--- config.mk ---
export PLATFORM = sky130hd
export DESIGN_NAME = bta_ram
export DESIGN_NICKNAME = d
export VERILOG_FILES = /design/src/rtl/bta_ram.sv
export SDC_FILE = /design/constraint.sdc
export NUM_CORES = 1
export LEC_CHECK = 0
export BUFFER_PORTS_ARGS = -buffer_cell sky130_fd_sc_hd__buf_2
export CAP_MARGIN = 20
export CORE_UTILIZATION = 60
export DETAILED_ROUTE_END_ITERATION = 6
export GPL_ROUTABILITY_DRIVEN = 0
export PLACE_DENSITY_LB_ADDON = 0.1
export SLEW_MARGIN = 0
export SYNTH_ARGS = -nofsm -noshare
export SYNTH_HDL_FRONTEND = slang
export SYNTH_SLANG_ARGS = --single-unit
--- constraint.sdc ---
create_clock -name clk -period 2.2 [get_ports clk]
set_clock_uncertainty 0.15 [all_clocks]
set_input_delay 0.22 -clock clk [delete_from_list [all_inputs] [get_ports clk]]
set_output_delay 0.22 -clock clk [all_outputs]
set_load 0.005 [all_outputs]
--- src/rtl/bta_ram.sv ---
// Generic single-write, single-read RAM with registered read data.
// No dependencies.
module bta_ram #(
	parameter int  WIDTH = 8,
	parameter int  DEPTH = 16,
	localparam int AW    = $clog2(DEPTH)
) (
	input  logic             clk,
	input  logic             we,
	input  logic [AW-1:0]    waddr,
	input  logic [WIDTH-1:0] wdata,
	input  logic [AW-1:0]    raddr,
	output logic [WIDTH-1:0] rdata
);

	logic [WIDTH-1:0] mem [DEPTH];

	always_ff @(posedge clk) begin
		if (we) begin
			mem[waddr] <= wdata;
		end
		rdata <= mem[raddr];
	end

endmodule

# Word level (Yosys, flattened, before mapping)
# Memory sizes are Yosys's and may differ from the RTL's. A register that Yosys moved wholly into a read port is not among the register bits.
# Index checks and enable logic that the tools add are counted.
[word_totals]
memories = 1
in_bits = 18
output_inout_bits = 8
register_bits = 0
mem_bits_rw = 128
elab_cells = 3
[mem_list]
columns = ["memory", "words", "width", "rd", "rd_clocked_by_memory_dff", "wr", "line_no", "rtl"]
rows = [
  ["mem", 16, 8, 1, 1, 1, "16", "logic [WIDTH-1:0] mem [DEPTH];"],
]
[op_classes]
n_mux = 2
[op_table]
columns = ["cell", "count"]
rows = [
  ["two-way mux 1 bit", 2],
]

# Depth between registers and ports, before layout
[depth]
depth_word = 2
depth_mapped = 5
ltp_nobuf = 3

# Least setup slack after synthesis
# Ideal clock, no wire load.
[synth_path]
path_kind = "input to register"
from = "in waddr[2]"
to = "mem mem[0][0], enable pin"
stages = 2
slack_ns = 0.337
setup_time_ns = 0.383
arrival_time_ns = 1.330
n_path_buf = 0
required_ns = 1.667
path_cell_list = "or3b_2 nor3_1"
[synth_lines]
columns = ["item", "line_no", "rtl"]
rows = [
  ["start, declared", "10", "input logic [AW-1:0] waddr,"],
  ["end, declared", "16", ""],
]
# Straight into the memory's write port.

==> out/qor.log <==
[pwr] P per Cell Area 986 nW/um2
[placement] Cells after DPL 368
[synthesis] post-synth net total 247
[worst_hold_path] instance count along the most critical hold path 3
[clocking] clock sink count 136
[route] Routed Wire Length 9.59 mm
[route] number of optimization iterations in the first detailed-route pass 5
[layout] fraction of layout cells with a size suffix above 1 31.0%
[die] floorplan die area 8950 um2
[die] die width 94.6 um
[global_routing] largest net degree at the start of global routing 33
[die] number of rows in the core area 33
[route] Avg WL per Cell 23.5 um
[synthesis] number of storage elements in the synthesis netlist 136
[setup_path] critical-path maximum fanout 1
[pwr] peak ir drop on the vdd network 0.592 mV
[layout] Layout fillers 478
[die] Die Height 94.6 um
[layout] Final Util 74.8%
[clocking] post-CTS repair timing setup buffer count 0
[clocking] cell at the root of the clock tree sky130_fd_sc_hd__clkbuf_8
[setup_path] element type at the critical path start register
[global_routing] vias in the first global route 2,463
[clocking] CTS HTree Levels 4
[setup_path] critical path data arrival time 1780 ps
[synthesis] Yosys warning total 0
[clocking] Clock Pin Slew Worst Setup and Hold Paths 60 ps
[die] count of boundary I/O pins 26
[flow_run] Max Cap Viol 0
[timing] share of the clock period used by the worst path 69.4%
[synthesis] fraction of the yosys area taken by sequential cells 77.8%
[clocking] maximum count of clock buffers along a single path 2
[clocking] CTS tree done
[timing] actual transition at the worst max-transition pin 774 ps
[synthesis] leading area contributor after synthesis sky130_fd_sc_hd__edfxtp_1
[global_routing] number of antenna violations at the first check in global routing 0
[timing] number of pins exceeding their max-slew limit in the final report 0
[placement] count of buffers inserted at the top-level ports 25
[worst_hold_path] Tightest Hold Check Type in -> reg
[route] vias per inst 6.11
[die] initial standard-cell utilization of the core 62.3%
[run_status] run status completed
[setup_path] endpoint kind of the worst setup timing path register
[pwr] Overall Power 6090 uW
[route] remaining design rule violation count 0
[timing] number of failing setup endpoints in the final timing report 0
[timing] min cycle time layout 1530 ps
[global_routing] global-route wire length before repair 14.4 mm
[timing] f_max 655 MHz
[global_routing] global route overflow 0
[layout] Final #Nets 308
[route] number of routed nets with antenna violations 0
[setup_path] Data required, critical path 2450 ps
[pwr] static leakage 0.00212 uW
[synthesis] Post-Syn Area per Cell 22.5 um2
[setup_path] Setup Crit Path Kind reg -> reg
[clocking] number of buffers added to fix hold violations after cts 8
[die] Core Region 8260 um2
[timing] worst-case headroom to the max-slew limit 48.2%
[layout] Cell Count, Final, Fillers Out 408
[timing] total negative setup slack 0 ps
[clocking] number of buffers inserted during clock tree synthesis 17
[route] DR iter-0 viols 229
[clocking] clock insertion delay at the later pin of the skew report 510 ps
[clocking] CTS resizes 0
[layout] Area growth, synth to finish 20.1%
[synthesis] synthesized cell area 5150 um2
[layout] number of diodes 0
[synthesis] main area contributors after synthesis sky130_fd_sc_hd__edfxtp_1, sky130_fd_sc_hd__mux4_2, sky130_fd_sc_hd__mux4_1, sky130_fd_sc_hd__dfxtp_1, sky130_fd_sc_hd__a22oi_1
[route] routed via count 2,493
[timing] final hold violation count 0
[placement] HPWL after DPL 5.63 mm
[synthesis] number of cells produced by synthesis 229
[global_routing] GRT Util Overall 24.3%
[synthesis] area share of the largest cell type after synthesis 74.7%
[timing] unrepaired setup endpoints after global routing false
[synthesis] number of distinct library cell variants in the gate-level netlist after synthesis 19
[setup_path] Worst R2R Path Depth 3
[kinds of logic (layout without fill, tap and decap cells)]
group                  count (synthesis)  count (layout)  share of synthesized area, %
flip-flops                           136             136                          77.8
AND/OR/NAND/NOR                       35              35                          3.18
multiplexers                          32              32                          15.0
AO/OA/AOI/OAI                         16              16                          2.33
buffers and inverters                 10              84                          1.68
[flip-flops by register name, summed over array words and instances, names as in the netlist]
register	count
mem	128
rdata	8
[power breakdown]
group	internal (uW)	switching, uW
clock	1850	1050
combinational	125	148
sequential	2900	18.9
[stage by stage]
step / setup WS [ps] / instance area, um2 / hold slack (ps)
3_5_place_dp: 341 / 5490 / 450
6_report: 673 / 6180 / 114
3_3_place_gp: 352 / 5490 / 455
2_1_floorplan: 337 / 5150 / 169
5_1_grt: 610 / 6180 / 107
4_1_cts: 639 / 6180 / 91.0
[routing by layer]
| layer | wire length [um] | track usage (%) | vias to the layer above |
|---|---|---|---|
| met5 | 0 | 0 | - |
| met4 | 236 | 11.9 | 0 |
| met3 | 691 | 5.07 | 17 |
| met2 | 4870 | 38.5 | 118 |
| met1 | 3790 | 32.4 | 1263 |
| li1 | - | - | 1095 |
[worst max-delay path: stages (launching register included)]
cell and delay, ps:
sky130_fd_sc_hd__edfxtp_1 380, sky130_fd_sc_hd__mux4_1 520, sky130_fd_sc_hd__a22oi_1 290, sky130_fd_sc_hd__nand2_1 80
[final timing paths]
path | start | end | slack, ps
worst max register to register | mem[1][2] | rdata[2] | 670
worst max-delay path | mem[1][2] | rdata[2] | 670
worst min register to register | mem[8][2] | rdata[2] | 530
worst min-delay path | waddr[0] | mem[0][6] | 110
[cell type report]
| class | instances | area [um2] | area share [%] |
|---|---|---|---|
| Multi-Input combinational cell | 83 | 1060 | 17.1 |
| Clock buffer | 18 | 418 | 6.76 |
| Timing Repair Buffer | 52 | 373 | 6.03 |
| Clock inverter | 14 | 198 | 3.20 |
| Sequential cell | 136 | 4000 | 64.8 |
| Tap cell | 105 | 131 | 2.13 |
[synthesized netlist by cell type]
master                            count
sky130_fd_sc_hd__and2b_1              1
sky130_fd_sc_hd__buf_6                3
sky130_fd_sc_hd__edfxtp_1           128
sky130_fd_sc_hd__nor2_1              13
sky130_fd_sc_hd__dfxtp_1              8
sky130_fd_sc_hd__clkdlybuf4s25_2      3
sky130_fd_sc_hd__nor3_1               4
sky130_fd_sc_hd__buf_2                3
sky130_fd_sc_hd__nand2b_1             2
sky130_fd_sc_hd__buf_4                1
sky130_fd_sc_hd__mux4_2              18
sky130_fd_sc_hd__and2_1               1
sky130_fd_sc_hd__nand3_1              1
sky130_fd_sc_hd__mux4_1              14
sky130_fd_sc_hd__a22oi_1             16
sky130_fd_sc_hd__nor2b_1              1
sky130_fd_sc_hd__or3b_2               1
sky130_fd_sc_hd__nand3b_1             2
sky130_fd_sc_hd__nand2_1              9
[cell usage in the layout, fill, tap and decap left out, drive strengths merged]
| master | count |
|---|---|
| bufinv | 4 |
| mux4 | 32 |
| nor2 | 13 |
| nand2 | 9 |
| and2b | 1 |
| buf | 44 |
| nand3b | 2 |
| and2 | 1 |
| a22oi | 16 |
| clkinvlp | 5 |
| edfxtp | 128 |
| dfxtp | 8 |
| nor3 | 4 |
| inv | 3 |
| dlygate4sd3 | 8 |
| nor2b | 1 |
| nand3 | 1 |
| or3b | 1 |
| clkbuf | 18 |
| clkinv | 2 |
| nand2b | 2 |
No activity file was read; power rests on OpenSTA's default activity.
